$ cat src/design/pdcfs_pkg.sv
`timescale 1ns / 1ps
// Shared types, widths and constants of the density and current Fourier sum block.
// No dependencies; every other file but pdcfs_chk imports this package.
package pdcfs_pkg;

    localparam int unsigned MAX_PARTICLES_DEF = 4096;

    localparam int FIELD_W   = 24;
    localparam int IDX_W     = 12;
    localparam int CNT_W     = 13;
    localparam int SCALE_W   = 24;
    localparam int OUT_W     = 48;
    localparam int ACC_W     = 48;
    localparam int MUL_W     = 33;
    localparam int PROD_W    = 2 * MUL_W;
    localparam int TRIG_W    = 18;
    localparam int CFG_IDX_W = 2;
    localparam int NUM_OUT   = 8;

    localparam logic [30:0] Q30_ONE = 31'h4000_0000;
    localparam logic [31:0] COEF_A9 = 32'd172272;

    typedef enum logic [CFG_IDX_W-1:0] {
        CFG_COUNT   = 2'd0,
        CFG_SCALE   = 2'd1,
        CFG_CURRENT = 2'd2
    } t_cfg_idx;

    typedef enum logic {
        KIND_LOAD  = 1'b0,
        KIND_QUERY = 1'b1
    } t_kind;

    typedef struct packed {
        logic [CNT_W-1:0]   particle_count;
        logic [SCALE_W-1:0] scale_factor;
        logic               with_current;
    } t_cfg;

    typedef struct packed {
        logic signed [FIELD_W-1:0] pos_x;
        logic signed [FIELD_W-1:0] pos_y;
        logic signed [FIELD_W-1:0] pos_z;
        logic signed [FIELD_W-1:0] vel_x;
        logic signed [FIELD_W-1:0] vel_y;
        logic signed [FIELD_W-1:0] vel_z;
    } t_part;

    // Horner coefficients after A9, in order of use
    function automatic logic [31:0] f_horner(input logic [1:0] k);
        logic [31:0] v;
        case (k)
            2'd0:    v = 32'd5026995;
            2'd1:    v = 32'd85569306;
            2'd2:    v = 32'd693598668;
            default: v = 32'd1686629713;
        endcase
        return v;
    endfunction

endpackage

$ cat src/design/pdcfs_mul.sv
`timescale 1ns / 1ps
// Shared signed multiplier with a registered product.
// Depends on pdcfs_pkg.
module pdcfs_mul (
    input  logic                             i_clk,
    input  logic signed [pdcfs_pkg::MUL_W-1:0]  i_a,
    input  logic signed [pdcfs_pkg::MUL_W-1:0]  i_b,
    output logic signed [pdcfs_pkg::PROD_W-1:0] o_prod
);
    import pdcfs_pkg::*;

    logic signed [PROD_W-1:0] r_prod;

    always_ff @(posedge i_clk) begin
        r_prod <= i_a * i_b;
    end

    assign o_prod = r_prod;
endmodule

$ cat config.mk
export PLATFORM = sky130hd
export DESIGN_NAME = pdcfs_mul
export DESIGN_NICKNAME = d
export VERILOG_FILES = /design/src/design/pdcfs_pkg.sv /design/src/design/pdcfs_mul.sv
export SDC_FILE = /design/constraint.sdc
export NUM_CORES = 2
export LEC_CHECK = 0
export ABC_AREA = 1
export CAP_MARGIN = 20
export CORE_MARGIN = 1.5
export CORE_UTILIZATION = 45
export DETAILED_ROUTE_END_ITERATION = 10
export DONT_BUFFER_PORTS = 1
export PLACE_DENSITY = 0.68
export SETUP_SLACK_MARGIN = 0.05
export SLEW_MARGIN = 20
export SYNTH_ARGS = -nofsm -noshare
export SYNTH_HDL_FRONTEND = slang
export SYNTH_SLANG_ARGS = --single-unit
$ cat constraint.sdc
create_clock -name i_clk -period 7.7 [get_ports i_clk]
set_input_delay 0.77 -clock i_clk [delete_from_list [all_inputs] [get_ports i_clk]]
set_output_delay 0.77 -clock i_clk [all_outputs]
set_load 0.01 [all_outputs]
==> impl_metrics.ini <==
[run_status]
status = complete, no violations

[setup_path]
end_kind = flop
cp-startpoint = i_b[3]
critical_path_class = input port to flop
worstSetupStartpointType = input port
critPathCapture = o_prod[50]$_DFF_P_
critical_path_required_ns = 7.94
path_max_fanout = 33
critPathArrivalTime_ns = 7.38

[logic_synthesis]
ys_types = 35
synth.top_cells.by_area = fa_1, inv_1, nand2_1
ys.flop_type = dfxtp_1
ys_warn_count = 0
async_reset_ff_share_pct = 0
yosysSeqAreaShare_pct = 3.060
synth_edf_count = 0
yosys.area_share.simple_pct = 16.59
synth_area_mm2 = 0.04317
yosys.area_share.adder_pct = 59.38
muxShareOfSynthArea_pct = 0
ys_ff_latch = 66
synthTopCellsByCount = inv_1, nand2_1, fa_1
synth_area_per_cell_um2 = 7.789
syn-num-nets = 6972
yosysTopAreaCellShare_pct = 53.09
syn_inst = 5543
synth_top_family_by_area = adder cells
synth-compound-area-share_pct = 1.377
yosys.area_share.xor_xnor_pct = 0.8317
yosys.area.top_type = fa_1
yosysMostFrequentCell = inv_1

[global_routing]
antenna_found_initial = 2
grt_overflow_total = 0
grt_use_total_pct = 25.80
grt_pass1_vias = 35960
grt_pass1_wl_um = 196700
grt_start_max_net_pins = 34

[finish]
antennaDiodeCount = 0
nets = 6739
drive_above_1_share_pct = 1.806
largest_reg_flops = 66
fillCellCount = 9367
area_growth_syn_to_layout_pct = 2.368

[min_path]
min_from = i_a[0]
worstHoldPathType = input port to flop

[clock_network]
post_cts_buffers = 0
htreeDepth = 3
clk_pin_slew_ns = 0.06
clock_path_buffers = 2
numCtsBuffers = 9
ctsResizeCount = 0
cts_tree = yes
clock-sinks = 66
hold_buffers = 0
root_buffer = clkbuf_16

[timing]
max_slew_margin_pct = 62.08
finalCritPeriodShare_pct = 92.79
tns_ns = 0
setup_violations = 0
slew_viol_final = 0
worst_slew_pin_slew_ns = 0.5629
max_freq_mhz = 140.0
grt_setup_unrepaired = no
hold_violations = 0
finalCriticalPeriod_ns = 7.145

[placed_design]
place_congestion = 0.9339
hpwl_um = 100800
io_buffers = 0

[die]
rows = 113
die_y_um = 312.7
coreArea_mm2 = 0.09501
dieWidth_um = 312.7
num_io_pins = 133
initial_core_util_pct = 45.44
dieArea_mm2 = 0.09781

[routing]
wirelength_um = 119500
drtIter0Drc = 2078
drc_errors = 0
wl_per_cell_um = 18.17
drt_pass1_iterations = 5
num_vias = 32430
avgViaCountPerCell = 4.928
ant_nets = 0

[run]
maxCapViolations = 0
[layout make-up]
cell class	instances	area [um2]	area share, %
Sequential cell	66	1321	2.990
Clock buffer	9	225.2	0.5096
Timing Repair Buffer	19	155.1	0.3510
Multi-Input combinational cell	3319	33750	76.37
Inverter	1895	7113	16.09
Clock inverter	7	46.29	0.1047
Tap cell	1265	1583	3.581
[critical path, cell delays in order]
cell	delay (ns)
nand2_1	0.11
inv_1	0.10
fa_1	0.61
fa_1	0.48
fa_1	0.82
inv_1	0.19
fa_1	0.59
fa_1	0.44
fa_1	0.58
fa_1	0.43
fa_1	0.49
inv_1	0.04
ha_1	0.40
nand2_1	0.14
nor2_1	0.19
inv_1	0.09
nor2_2	0.21
nand2_1	0.11
nor3_1	0.17
nand2_1	0.17
nand4_1	0.13
nand2_1	0.08
[worst min path at each step]
| stage | cells after the start | end | slack [ns] |
|---|---|---|---|
| after global placement | 2 | o_prod[0]$_DFF_P_ | 0.93 |
| final | 2 | o_prod[0]$_DFF_P_ | 0.58 |
| after CTS | 2 | o_prod[0]$_DFF_P_ | 0.57 |
| after floorplan | 3 | o_prod[0]$_DFF_P_ | 1.03 |
| after global routing | 2 | o_prod[0]$_DFF_P_ | 0.55 |
| after detailed placement | 2 | o_prod[0]$_DFF_P_ | 0.94 |
[stage by stage]
step	utilization, %	std cells	cell area, um2	hold WS, ns	setup WS [ns]
after floorplan	-	5543	43170	1.034	0.1742
after global placement	46.23	6564	43920	0.9334	0.1946
after detailed placement	46.23	6564	43920	0.9390	0.1843
after CTS	46.52	6580	44200	0.5655	0.5375
after global routing	46.52	6580	44200	0.5514	0.1360
final	46.52	6580	44200	0.5822	0.5553
[cell families (layout without fill, tap and decap cells)]
logic type	count (synthesis)	in the layout
AOI/OAI and AO/OA	106	106
xor gates and xnor gates	41	41
buffers and inverters	2158	1930
and+or+nand+nor	1810	1810
adders and majority gates	1362	1362
DFF	66	66
[layer usage]
metal | vias to the layer above | GRT usage [%] | part of all wire, %
li1 | 14520 | - | -
met1 | 16440 | 31.90 | 39
met2 | 1182 | 46.00 | 51
met3 | 288 | 3.044 | 5.9
met4 | 2 | 10.06 | 4.5
met5 | - | 0 | 0.011
[placed cells by master (no fill, tap or decap), drive strengths merged]
cell type  instances
nor4               5
a21o               2
xnor2              4
nand3             78
inv             1895
and2               3
nand3b             3
xor2              37
fa              1145
nand4             19
nand2           1534
o21ai             23
a21boi             1
o21bai            14
clkinv             4
nor3               8
a21oi             65
clkbuf             9
or2                6
clkinvlp           3
nor2             154
dfxtp             66
ha               217
buf               19
o21a               1
Power is not shown: default switching activity piles up to over one toggle a cycle in this logic, so the estimate is an artifact.
