===== config.mk =====
export PLATFORM = sky130hd
export DESIGN_NAME = pdcfs_seq_flat
export DESIGN_NICKNAME = d
export VERILOG_FILES = /design/src/design/pdcfs_pkg.sv /design/src/design/pdcfs_if.sv /design/src/design/pdcfs_seq.sv /design/src/flat_wrapper.sv
export SDC_FILE = /design/constraint.sdc
export NUM_CORES = 2
export LEC_CHECK = 0
export ABC_AREA = 1
export BUFFER_PORTS_ARGS = -buffer_cell sky130_fd_sc_hd__buf_2
export CAP_MARGIN = 10
export CELL_PAD_IN_SITES_DETAIL_PLACEMENT = 1
export CELL_PAD_IN_SITES_GLOBAL_PLACEMENT = 1
export CORE_MARGIN = 3
export CORE_UTILIZATION = 25
export DETAILED_ROUTE_END_ITERATION = 16
export PLACE_DENSITY = 0.52
export SYNTH_ARGS = -nofsm -noshare
export SYNTH_HDL_FRONTEND = slang
export SYNTH_SLANG_ARGS = --single-unit

===== constraint.sdc =====
create_clock -name i_clk -period 14 [get_ports i_clk]
set_input_delay 0.7 -clock i_clk [delete_from_list [all_inputs] [get_ports i_clk]]
set_output_delay 0.7 -clock i_clk [all_outputs]
set_load 0.02 [all_outputs]

===== src/design/pdcfs_pkg.sv =====
`timescale 1ns / 1ps
// Shared types, widths and constants of the density and current Fourier sum block.
// No dependencies; every other file but pdcfs_chk imports this package.
package pdcfs_pkg;

    localparam int unsigned MAX_PARTICLES_DEF = 4096;

    localparam int FIELD_W   = 24;
    localparam int IDX_W     = 12;
    localparam int CNT_W     = 13;
    localparam int SCALE_W   = 24;
    localparam int OUT_W     = 48;
    localparam int ACC_W     = 48;
    localparam int MUL_W     = 33;
    localparam int PROD_W    = 2 * MUL_W;
    localparam int TRIG_W    = 18;
    localparam int CFG_IDX_W = 2;
    localparam int NUM_OUT   = 8;

    localparam logic [30:0] Q30_ONE = 31'h4000_0000;
    localparam logic [31:0] COEF_A9 = 32'd172272;

    typedef enum logic [CFG_IDX_W-1:0] {
        CFG_COUNT   = 2'd0,
        CFG_SCALE   = 2'd1,
        CFG_CURRENT = 2'd2
    } t_cfg_idx;

    typedef enum logic {
        KIND_LOAD  = 1'b0,
        KIND_QUERY = 1'b1
    } t_kind;

    typedef struct packed {
        logic [CNT_W-1:0]   particle_count;
        logic [SCALE_W-1:0] scale_factor;
        logic               with_current;
    } t_cfg;

    typedef struct packed {
        logic signed [FIELD_W-1:0] pos_x;
        logic signed [FIELD_W-1:0] pos_y;
        logic signed [FIELD_W-1:0] pos_z;
        logic signed [FIELD_W-1:0] vel_x;
        logic signed [FIELD_W-1:0] vel_y;
        logic signed [FIELD_W-1:0] vel_z;
    } t_part;

    // Horner coefficients after A9, in order of use
    function automatic logic [31:0] f_horner(input logic [1:0] k);
        logic [31:0] v;
        case (k)
            2'd0:    v = 32'd5026995;
            2'd1:    v = 32'd85569306;
            2'd2:    v = 32'd693598668;
            default: v = 32'd1686629713;
        endcase
        return v;
    endfunction

endpackage


===== src/design/pdcfs_if.sv =====
`timescale 1ns / 1ps
// Valid/ready channel interfaces for the input items and the result items.
// Depends on pdcfs_pkg.
interface pdcfs_in_if;
    import pdcfs_pkg::*;
    logic                      valid;
    logic                      ready;
    logic                      kind;
    logic [IDX_W-1:0]          particle_index;
    logic signed [FIELD_W-1:0] pos_x;
    logic signed [FIELD_W-1:0] pos_y;
    logic signed [FIELD_W-1:0] pos_z;
    logic signed [FIELD_W-1:0] vel_x;
    logic signed [FIELD_W-1:0] vel_y;
    logic signed [FIELD_W-1:0] vel_z;
    logic signed [FIELD_W-1:0] wave_x;
    logic signed [FIELD_W-1:0] wave_y;
    logic signed [FIELD_W-1:0] wave_z;

    modport source (output valid, kind, particle_index, pos_x, pos_y, pos_z,
                    vel_x, vel_y, vel_z, wave_x, wave_y, wave_z, input ready);
    modport sink   (input valid, kind, particle_index, pos_x, pos_y, pos_z,
                    vel_x, vel_y, vel_z, wave_x, wave_y, wave_z, output ready);
endinterface

interface pdcfs_out_if;
    import pdcfs_pkg::*;
    logic                    valid;
    logic                    ready;
    logic signed [OUT_W-1:0] density_re;
    logic signed [OUT_W-1:0] density_im;
    logic signed [OUT_W-1:0] current_x_re;
    logic signed [OUT_W-1:0] current_x_im;
    logic signed [OUT_W-1:0] current_y_re;
    logic signed [OUT_W-1:0] current_y_im;
    logic signed [OUT_W-1:0] current_z_re;
    logic signed [OUT_W-1:0] current_z_im;
    logic                    saturated;

    modport source (output valid, density_re, density_im, current_x_re, current_x_im,
                    current_y_re, current_y_im, current_z_re, current_z_im, saturated,
                    input ready);
    modport sink   (input valid, density_re, density_im, current_x_re, current_x_im,
                    current_y_re, current_y_im, current_z_re, current_z_im, saturated,
                    output ready);
endinterface


===== src/design/pdcfs_seq.sv =====
`timescale 1ns / 1ps
// Sequencer and datapath: phase, quarter-wave sine polynomial, current terms and
// output scaling, all through one shared multiplier. Depends on pdcfs_pkg, pdcfs_if.
module pdcfs_seq #(
    parameter int unsigned MAX_PARTICLES = pdcfs_pkg::MAX_PARTICLES_DEF,
    parameter int unsigned AW = (MAX_PARTICLES > 1) ? $clog2(MAX_PARTICLES) : 1
) (
    input  logic                                i_clk,
    input  logic                                i_rst_n,
    input  pdcfs_pkg::t_cfg                     i_cfg,
    pdcfs_in_if.sink                            in_ch,
    pdcfs_out_if.source                         out_ch,
    output logic                                o_st_we,
    output logic [AW-1:0]                       o_st_waddr,
    output pdcfs_pkg::t_part                    o_st_wdata,
    output logic [AW-1:0]                       o_st_raddr,
    input  pdcfs_pkg::t_part                    i_st_rdata,
    output logic signed [pdcfs_pkg::MUL_W-1:0]  o_mul_a,
    output logic signed [pdcfs_pkg::MUL_W-1:0]  o_mul_b,
    input  logic signed [pdcfs_pkg::PROD_W-1:0] i_mul_prod
);
    import pdcfs_pkg::*;

    localparam int unsigned NW = $clog2(MAX_PARTICLES + 1);

    typedef enum logic [4:0] {
        S_IDLE, S_RD, S_P0, S_P1, S_P2, S_P3, S_Q0, S_Q1, S_Q2, S_H, S_H2,
        S_T, S_T2, S_SC, S_V, S_SA, S_SB, S_SC2, S_SD, S_DONE
    } t_state;

    t_state                    r_state;
    logic [NW-1:0]             r_i;
    logic [NW-1:0]             r_n;
    logic signed [FIELD_W-1:0] r_kx, r_ky, r_kz;
    logic [31:0]               r_ph;
    logic                      r_pass;
    logic [30:0]               r_t;
    logic [30:0]               r_u;
    logic [31:0]               r_h;
    logic [1:0]                r_hk;
    logic [16:0]               r_st;
    logic signed [TRIG_W-1:0]  r_c, r_s;
    logic [2:0]                r_vj;
    logic signed [ACC_W-1:0]   r_acc [NUM_OUT];
    logic [2:0]                r_j;
    logic [ACC_W-1:0]          r_mag;
    logic                      r_neg;
    logic [24:0]               r_rr;
    logic                      r_sat;
    logic signed [OUT_W-1:0]   r_res [NUM_OUT];
    logic                      r_out_valid;

    logic                      in_acc;
    logic [NW-1:0]             n_cnt;
    logic [NW-1:0]             i_nxt;
    logic [35:0]               sv_sum;
    logic [16:0]               sv_val;
    logic [31:0]               h_nxt;
    logic signed [TRIG_W-1:0]  st_s, ct_s, c_q, s_q;
    logic signed [PROD_W-1:0]  term_sum;
    logic signed [ACC_W-1:0]   term;
    logic [47:0]               rr_sum;
    logic [49:0]               m_val;
    logic signed [OUT_W-1:0]   res_val;
    logic                      res_sat;
    logic signed [FIELD_W-1:0] v_sel;
    logic signed [TRIG_W-1:0]  t_sel;

    assign in_acc = in_ch.valid && in_ch.ready;
    assign in_ch.ready = (r_state == S_IDLE);

    assign o_st_we    = in_acc && (in_ch.kind == KIND_LOAD)
                        && ({20'd0, in_ch.particle_index} < 32'(MAX_PARTICLES));
    assign o_st_waddr = AW'(in_ch.particle_index);
    assign o_st_wdata = '{in_ch.pos_x, in_ch.pos_y, in_ch.pos_z,
                          in_ch.vel_x, in_ch.vel_y, in_ch.vel_z};
    assign o_st_raddr = r_i[AW-1:0];

    always_comb begin
        if ({19'd0, i_cfg.particle_count} > 32'(MAX_PARTICLES)) begin
            n_cnt = NW'(MAX_PARTICLES);
        end else begin
            n_cnt = NW'(i_cfg.particle_count);
        end
    end

    assign i_nxt  = r_i + NW'(1);
    assign sv_sum = i_mul_prod[65:30] + 36'd8192;
    assign sv_val = sv_sum[30:14];
    assign h_nxt  = f_horner(r_hk) - i_mul_prod[61:30];

    // quadrant symmetries of the angle
    assign st_s = {1'b0, r_st};
    assign ct_s = {1'b0, sv_val};
    always_comb begin
        case (r_ph[31:30])
            2'd0:    begin s_q = st_s;  c_q = ct_s;  end
            2'd1:    begin s_q = ct_s;  c_q = -st_s; end
            2'd2:    begin s_q = -st_s; c_q = -ct_s; end
            default: begin s_q = -ct_s; c_q = st_s;  end
        endcase
    end

    // round trig*v from Q.28 to Q.16, half up
    assign term_sum = i_mul_prod + PROD_W'(2048);
    assign term     = term_sum[59:12];

    assign rr_sum = i_mul_prod[47:0] + 48'h40_0000;
    assign m_val  = i_mul_prod[49:0] + 50'(r_rr);

    always_comb begin
        res_sat = 1'b0;
        if (r_neg) begin
            if (m_val > 50'h8000_0000_0000) begin
                res_sat = 1'b1;
                res_val = {1'b1, {(OUT_W-1){1'b0}}};
            end else begin
                res_val = -$signed(m_val[OUT_W-1:0]);
            end
        end else begin
            if (m_val > 50'h7FFF_FFFF_FFFF) begin
                res_sat = 1'b1;
                res_val = {1'b0, {(OUT_W-1){1'b1}}};
            end else begin
                res_val = $signed(m_val[OUT_W-1:0]);
            end
        end
    end

    always_comb begin
        case (r_vj)
            3'd0, 3'd1: v_sel = i_st_rdata.vel_x;
            3'd2, 3'd3: v_sel = i_st_rdata.vel_y;
            default:    v_sel = i_st_rdata.vel_z;
        endcase
        t_sel = r_vj[0] ? r_s : r_c;
    end

    always_comb begin
        o_mul_a = '0;
        o_mul_b = '0;
        case (r_state)
            S_P0: begin
                o_mul_a = {{9{r_kx[23]}}, r_kx};
                o_mul_b = {{9{i_st_rdata.pos_x[23]}}, i_st_rdata.pos_x};
            end
            S_P1: begin
                o_mul_a = {{9{r_ky[23]}}, r_ky};
                o_mul_b = {{9{i_st_rdata.pos_y[23]}}, i_st_rdata.pos_y};
            end
            S_P2: begin
                o_mul_a = {{9{r_kz[23]}}, r_kz};
                o_mul_b = {{9{i_st_rdata.pos_z[23]}}, i_st_rdata.pos_z};
            end
            S_Q1: begin
                o_mul_a = {2'b00, r_t};
                o_mul_b = {2'b00, r_t};
            end
            S_H: begin
                o_mul_a = {2'b00, r_u};
                o_mul_b = {1'b0, r_h};
            end
            // hold the operands so the cosine product is still there in S_SC
            S_T, S_T2: begin
                o_mul_a = {2'b00, r_t};
                o_mul_b = {1'b0, r_h};
            end
            S_V: begin
                o_mul_a = {{15{t_sel[17]}}, t_sel};
                o_mul_b = {{9{v_sel[23]}}, v_sel};
            end
            S_SB: begin
                o_mul_a = {10'd0, r_mag[22:0]};
                o_mul_b = {9'd0, i_cfg.scale_factor};
            end
            S_SC2: begin
                o_mul_a = {8'd0, r_mag[47:23]};
                o_mul_b = {9'd0, i_cfg.scale_factor};
            end
            default: begin
                o_mul_a = '0;
                o_mul_b = '0;
            end
        endcase
    end

    always_ff @(posedge i_clk) begin
        if (!i_rst_n) begin
            r_state     <= S_IDLE;
            r_out_valid <= 1'b0;
            r_i         <= '0;
            r_n         <= '0;
            r_pass      <= 1'b0;
            r_hk        <= '0;
            r_vj        <= '0;
            r_j         <= '0;
            r_sat       <= 1'b0;
        end else begin
            case (r_state)
                S_IDLE: begin
                    if (in_acc && (in_ch.kind == KIND_QUERY)) begin
                        r_kx  <= in_ch.wave_x;
                        r_ky  <= in_ch.wave_y;
                        r_kz  <= in_ch.wave_z;
                        r_n   <= n_cnt;
                        r_i   <= '0;
                        r_j   <= '0;
                        r_sat <= 1'b0;
                        for (int k = 0; k < NUM_OUT; k++) begin
                            r_acc[k] <= '0;
                        end
                        r_state <= (n_cnt == '0) ? S_SA : S_RD;
                    end
                end
                S_RD: r_state <= S_P0;
                S_P0: r_state <= S_P1;
                S_P1: begin
                    r_ph    <= i_mul_prod[31:0];
                    r_state <= S_P2;
                end
                S_P2: begin
                    r_ph    <= r_ph + i_mul_prod[31:0];
                    r_state <= S_P3;
                end
                S_P3: begin
                    r_ph    <= r_ph + i_mul_prod[31:0];
                    r_pass  <= 1'b0;
                    r_state <= S_Q0;
                end
                S_Q0: begin
                    // cosine pass evaluates the sine at the complementary angle
                    r_t     <= r_pass ? (Q30_ONE - {1'b0, r_ph[29:0]}) : {1'b0, r_ph[29:0]};
                    r_state <= S_Q1;
                end
                S_Q1: r_state <= S_Q2;
                S_Q2: begin
                    r_u     <= i_mul_prod[60:30];
                    r_h     <= COEF_A9;
                    r_hk    <= '0;
                    r_state <= S_H;
                end
                S_H: r_state <= S_H2;
                S_H2: begin
                    r_h     <= h_nxt;
                    r_hk    <= r_hk + 2'd1;
                    r_state <= (r_hk == 2'd3) ? S_T : S_H;
                end
                S_T: r_state <= S_T2;
                S_T2: begin
                    if (!r_pass) begin
                        r_st    <= sv_val;
                        r_pass  <= 1'b1;
                        r_state <= S_Q0;
                    end else begin
                        r_state <= S_SC;
                    end
                end
                S_SC: begin
                    r_c      <= c_q;
                    r_s      <= s_q;
                    r_acc[0] <= r_acc[0] + ACC_W'(c_q);
                    r_acc[1] <= r_acc[1] + ACC_W'(s_q);
                    if (i_cfg.with_current) begin
                        r_vj    <= '0;
                        r_state <= S_V;
                    end else if (i_nxt == r_n) begin
                        r_state <= S_SA;
                    end else begin
                        r_i     <= i_nxt;
                        r_state <= S_RD;
                    end
                end
                S_V: begin
                    // issue term vj, fold in the product of term vj-1
                    if (r_vj != 3'd0) begin
                        r_acc[r_vj + 3'd1] <= r_acc[r_vj + 3'd1] + term;
                    end
                    if (r_vj == 3'd6) begin
                        if (i_nxt == r_n) begin
                            r_state <= S_SA;
                        end else begin
                            r_i     <= i_nxt;
                            r_state <= S_RD;
                        end
                    end else begin
                        r_vj <= r_vj + 3'd1;
                    end
                end
                S_SA: begin
                    r_neg   <= r_acc[r_j][ACC_W-1];
                    r_mag   <= r_acc[r_j][ACC_W-1] ? -r_acc[r_j] : r_acc[r_j];
                    r_state <= S_SB;
                end
                S_SB: r_state <= S_SC2;
                S_SC2: begin
                    r_rr    <= rr_sum[47:23];
                    r_state <= S_SD;
                end
                S_SD: begin
                    r_res[r_j] <= res_val;
                    r_sat      <= r_sat | res_sat;
                    r_j        <= r_j + 3'd1;
                    if (r_j == 3'(NUM_OUT - 1)) begin
                        r_out_valid <= 1'b1;
                        r_state     <= S_DONE;
                    end else begin
                        r_state <= S_SA;
                    end
                end
                S_DONE: begin
                    if (out_ch.ready) begin
                        r_out_valid <= 1'b0;
                        r_state     <= S_IDLE;
                    end
                end
                default: r_state <= S_IDLE;
            endcase
        end
    end

    assign out_ch.valid        = r_out_valid;
    assign out_ch.density_re   = r_res[0];
    assign out_ch.density_im   = r_res[1];
    assign out_ch.current_x_re = r_res[2];
    assign out_ch.current_x_im = r_res[3];
    assign out_ch.current_y_re = r_res[4];
    assign out_ch.current_y_im = r_res[5];
    assign out_ch.current_z_re = r_res[6];
    assign out_ch.current_z_im = r_res[7];
    assign out_ch.saturated    = r_sat;
endmodule


===== src/flat_wrapper.sv =====
// flat-port wrapper written by rule: the top's interface ports become plain ports
module pdcfs_seq_flat import pdcfs_pkg::*;
#(
    parameter int unsigned MAX_PARTICLES = pdcfs_pkg::MAX_PARTICLES_DEF,
    parameter int unsigned AW = (MAX_PARTICLES > 1) ? $clog2(MAX_PARTICLES) : 1
)
  (i_clk, i_rst_n, i_cfg, o_st_we, o_st_waddr, o_st_wdata, o_st_raddr, i_st_rdata, o_mul_a, o_mul_b, i_mul_prod, in_ch_valid, in_ch_kind, in_ch_particle_index, in_ch_pos_x, in_ch_pos_y, in_ch_pos_z, in_ch_vel_x, in_ch_vel_y, in_ch_vel_z, in_ch_wave_x, in_ch_wave_y, in_ch_wave_z, in_ch_ready, out_ch_valid, out_ch_density_re, out_ch_density_im, out_ch_current_x_re, out_ch_current_x_im, out_ch_current_y_re, out_ch_current_y_im, out_ch_current_z_re, out_ch_current_z_im, out_ch_saturated, out_ch_ready);
  pdcfs_in_if in_ch_i ();
  pdcfs_out_if out_ch_i ();
  input  logic i_clk;
  input  logic i_rst_n;
  input  pdcfs_pkg::t_cfg i_cfg;
  output logic o_st_we;
  output logic [AW-1:0] o_st_waddr;
  output pdcfs_pkg::t_part o_st_wdata;
  output logic [AW-1:0] o_st_raddr;
  input  pdcfs_pkg::t_part i_st_rdata;
  output logic signed [pdcfs_pkg::MUL_W-1:0] o_mul_a;
  output logic signed [pdcfs_pkg::MUL_W-1:0] o_mul_b;
  input  logic signed [pdcfs_pkg::PROD_W-1:0] i_mul_prod;
  input wire logic [$bits(in_ch_i.valid)-1:0] in_ch_valid;
  input wire logic [$bits(in_ch_i.kind)-1:0] in_ch_kind;
  input wire logic [$bits(in_ch_i.particle_index)-1:0] in_ch_particle_index;
  input wire logic [$bits(in_ch_i.pos_x)-1:0] in_ch_pos_x;
  input wire logic [$bits(in_ch_i.pos_y)-1:0] in_ch_pos_y;
  input wire logic [$bits(in_ch_i.pos_z)-1:0] in_ch_pos_z;
  input wire logic [$bits(in_ch_i.vel_x)-1:0] in_ch_vel_x;
  input wire logic [$bits(in_ch_i.vel_y)-1:0] in_ch_vel_y;
  input wire logic [$bits(in_ch_i.vel_z)-1:0] in_ch_vel_z;
  input wire logic [$bits(in_ch_i.wave_x)-1:0] in_ch_wave_x;
  input wire logic [$bits(in_ch_i.wave_y)-1:0] in_ch_wave_y;
  input wire logic [$bits(in_ch_i.wave_z)-1:0] in_ch_wave_z;
  output wire logic [$bits(in_ch_i.ready)-1:0] in_ch_ready;
  output wire logic [$bits(out_ch_i.valid)-1:0] out_ch_valid;
  output wire logic [$bits(out_ch_i.density_re)-1:0] out_ch_density_re;
  output wire logic [$bits(out_ch_i.density_im)-1:0] out_ch_density_im;
  output wire logic [$bits(out_ch_i.current_x_re)-1:0] out_ch_current_x_re;
  output wire logic [$bits(out_ch_i.current_x_im)-1:0] out_ch_current_x_im;
  output wire logic [$bits(out_ch_i.current_y_re)-1:0] out_ch_current_y_re;
  output wire logic [$bits(out_ch_i.current_y_im)-1:0] out_ch_current_y_im;
  output wire logic [$bits(out_ch_i.current_z_re)-1:0] out_ch_current_z_re;
  output wire logic [$bits(out_ch_i.current_z_im)-1:0] out_ch_current_z_im;
  output wire logic [$bits(out_ch_i.saturated)-1:0] out_ch_saturated;
  input wire logic [$bits(out_ch_i.ready)-1:0] out_ch_ready;
  assign in_ch_i.valid = in_ch_valid;
  assign in_ch_i.kind = in_ch_kind;
  assign in_ch_i.particle_index = in_ch_particle_index;
  assign in_ch_i.pos_x = in_ch_pos_x;
  assign in_ch_i.pos_y = in_ch_pos_y;
  assign in_ch_i.pos_z = in_ch_pos_z;
  assign in_ch_i.vel_x = in_ch_vel_x;
  assign in_ch_i.vel_y = in_ch_vel_y;
  assign in_ch_i.vel_z = in_ch_vel_z;
  assign in_ch_i.wave_x = in_ch_wave_x;
  assign in_ch_i.wave_y = in_ch_wave_y;
  assign in_ch_i.wave_z = in_ch_wave_z;
  assign in_ch_ready = in_ch_i.ready;
  assign out_ch_valid = out_ch_i.valid;
  assign out_ch_density_re = out_ch_i.density_re;
  assign out_ch_density_im = out_ch_i.density_im;
  assign out_ch_current_x_re = out_ch_i.current_x_re;
  assign out_ch_current_x_im = out_ch_i.current_x_im;
  assign out_ch_current_y_re = out_ch_i.current_y_re;
  assign out_ch_current_y_im = out_ch_i.current_y_im;
  assign out_ch_current_z_re = out_ch_i.current_z_re;
  assign out_ch_current_z_im = out_ch_i.current_z_im;
  assign out_ch_saturated = out_ch_i.saturated;
  assign out_ch_i.ready = out_ch_ready;
  pdcfs_seq #(.MAX_PARTICLES(MAX_PARTICLES), .AW(AW)) u_core (.i_clk(i_clk), .i_rst_n(i_rst_n), .i_cfg(i_cfg), .in_ch(in_ch_i), .out_ch(out_ch_i), .o_st_we(o_st_we), .o_st_waddr(o_st_waddr), .o_st_wdata(o_st_wdata), .o_st_raddr(o_st_raddr), .i_st_rdata(i_st_rdata), .o_mul_a(o_mul_a), .o_mul_b(o_mul_b), .i_mul_prod(i_mul_prod));
endmodule

==> results.json <==
{
  "max-slew-margin-rel_pct": 2.54,
  "cts_buffers": 146,
  "routed_wl_um": 369000,
  "ant_nets": 0,
  "post-route-util_pct": 29.8,
  "arrival_ns": 8.51,
  "netlist_instances": 8119,
  "yosysWarnings": 0,
  "syn-num-nets": 8857,
  "fmax_mhz": 125,
  "reg2reg_to": "u_core.r_acc[0][39]",
  "cp-end-kind": "flop",
  "crit_required_ns": 14.52,
  "cts_setup_buffers": 0,
  "start_util_pct": 25.2,
  "grtUsageTotal_pct": 24.7,
  "ys_top_cells_by_area": "edfxtp_1, nand2_1, nor2_1",
  "peakVddDrop_mv": 0.0874,
  "syn-mean-instance-area_um2": 8.57,
  "core.rowCount": 193,
  "cts-hold-fix-buffers": 56,
  "rr_worst_depth": 22,
  "core_area_mm2": 0.277,
  "die-area_mm2": 0.285,
  "crit_path_start_kind": "flop",
  "drive_gt1_share_pct": 15.0,
  "fin_ws_ns": 6.01,
  "netlist.area_leader.share_pct": 47.1,
  "pre_cts_ws_ns": 6.11,
  "synthTopCellsByCount": "nand2_1, edfxtp_1, nor2_1",
  "whs_path_depth": 1,
  "worst_r2r_startpoint": "u_core.r_vj[0]",
  "finalCritPeriodShare_pct": 57.1,
  "dp_hpwl_um": 285000,
  "synth_most_common_cell": "nand2_1",
  "yosys_register_bits": 1138,
  "grt_pass1_vias": 65221,
  "grt_max_degree": 117,
  "setup_viol": 0,
  "min_from": "in_ch_wave_x[9]",
  "first_pass_iters": 6,
  "synth.distinct_cells": 75,
  "fp.dieW_um": 534,
  "clk_latency_ns": 0.86,
  "skew_ns": 0.0898,
  "critical_path_class": "flop to flop",
  "yosys.area.top_type": "edfxtp_1",
  "cts-root-buf": "clkbuf_16",
  "timing.setup.tns_ns": 0,
  "synth_area_mm2": 0.0696,
  "holdPathEnd": "u_core.r_kx[9]",
  "overflow": 0,
  "vias_per_cell": 5.17,
  "post-route-min-period_ns": 7.99,
  "p_leak_nw": 33.5,
  "cts_sinks": 1138,
  "grt_pass1_wl_um": 507000,
  "maxSlewViolCount": 0,
  "hp-class": "input pin to flop",
  "nets": 9559,
  "htree_levels": 4,
  "final_area_mm2": 0.0824,
  "finalPower_mw": 8.88,
  "maxCapViolCount": 1,
  "power_density_mw_per_mm2": 108,
  "vias": 65407,
  "clk_path_buf_depth": 4,
  "synth_flop_cell": "edfxtp_1",
  "antenna_found_initial": 32,
  "gp_congestion": 0.976,
  "crit_fanout": 26,
  "clkTransAtPathRegs_ns": 0.06,
  "worst_pin_slew_ns": 1.45,
  "fp.dieH_um": 534,
  "placed_area_mm2": 0.0772,
  "seq_area_frac_synth_pct": 48.4,
  "status": "complete, but fails checks",
  "initialDrtViolationCount": 5803,
  "cts_tree": "yes",
  "hold_viol_final": 0,
  "wl_per_cell_um": 29.2,
  "io_buffers": 786,
  "area_delta_synth_final_pct": 18.4,
  "rsz0062_at_grt": "false",
  "synth_edf_count": 1093,
  "violations": "max-capacitance violations",
  "async_reset_ff_share_pct": 0,
  "io_pins": 1103,
  "r2r_setup_slack_ns": 6.01,
  "ctsResizeCount": 0,
  "drc": 0
}
[state kept, by name, indices dropped and copies added (netlist names), 25 cells and up, named ones only]
register and cells:
u_core.r_acc 384, u_core.r_res 384, u_core.r_mag 48, u_core.r_h 32, u_core.r_ph 32, u_core.r_t 31, u_core.r_u 31, u_core.r_rr 25
[metal layers]
| layer | vias up | GRT usage [%] | wire [µm] |
|---|---|---|---|
| li1 | 29432 | - | - |
| met1 | 33085 | 32.2 | 157000 |
| met2 | 2404 | 41.1 | 172000 |
| met3 | 480 | 3.63 | 23200 |
| met4 | 6 | 9.69 | 16000 |
| met5 | - | 0 | 40 |
[per-stage QoR]
| stage | hold slack (ns) | instances |
|---|---|---|
| after global placement | 0.464 | 12321 |
| final | 0.0596 | 12652 |
| after floorplan | 0.452 | 8119 |
| after detailed placement | 0.473 | 12321 |
| after global routing | 0.0294 | 12637 |
| after CTS | 0.00326 | 12629 |
[layout by cell type (no fill, tap or decap), drive strengths merged, types with 25 or more instances in the layout]
cell            n
nand2        1763
edfxtp       1093
nor2          943
buf           932
inv           838
o21ai         563
a21oi         556
nand3         344
ha            251
xor2          210
o22ai         194
clkbuf        181
nor3           93
a31oi          92
nand4          78
a22oi          73
xnor2          69
clkinv         65
or2            64
a221oi         59
dlygate4sd3    56
dfxtp          45
or4            42
nor4           39
a32oi          26
a22o           25
[report_power, final]
part | switching [mW] | internal [mW]
sequential | 0.0546 | 3.79
clock | 1.60 | 2.17
combinational | 0.938 | 0.325
total | 2.59 | 6.29
[cell type report]
| type | instances | area, µm² |
|---|---|---|
| Clock inverter | 71 | 752 |
| Multi-Input combinational cell | 5701 | 30600 |
| Tap cell | 3705 | 4640 |
| Timing Repair Buffer | 988 | 5600 |
| Antenna cell | 22 | 55.1 |
| Sequential cell | 1138 | 33700 |
| Inverter | 846 | 3190 |
| Fill cell | 32850 | 194000 |
| Clock buffer | 181 | 3870 |
[worst max path at each step]
| stage | cells past startpoint | slack, ns | start | to |
|---|---|---|---|---|
| CTS | 22 | 6.07 | u_core.r_vj[0] | u_core.r_acc[0][39] |
| finish | 22 | 6.01 | u_core.r_vj[0] | u_core.r_acc[0][39] |
| global route | 22 | 5.63 | u_core.r_vj[0] | u_core.r_acc[0][39] |
| floorplan | 7 | 7.15 | u_core.r_state[2] | u_core.r_acc[0][0] |
| global placement | 22 | 6.12 | u_core.r_vj[0] | u_core.r_acc[1][39] |
| detailed placement | 22 | 6.11 | u_core.r_vj[0] | u_core.r_acc[0][39] |
[cell families after synthesis]
kind of cell	synth area share (%)
simple gates	20.5
compound gates	14.8
buf+inv	7.93
flops	48.4
xor+xnor	3.51
fa+ha+maj	4.68
mux	0.142
[critical path: stages (launching register included)]
cell and delay, ns:
dfxtp_1 0.36, buf_4 0.33, inv_2 0.27, ha_1 0.53
nor3_1 0.85, clkinv_2 0.85, buf_4 0.58, or2_2 0.35
o21ai_0 0.10, or4_1 0.23, inv_1 0.07, ha_1 0.38
nand2_1 0.11, nor2_1 0.19, nand2_1 0.08, nand2_1 0.11
a31oi_1 0.08, o21ai_0 0.58, nand3_1 0.14, nand2_1 0.25
a21oi_1 0.15, xor2_1 0.87, o21ai_0 0.16
Note: power is estimated with default switching activity, not from simulation.
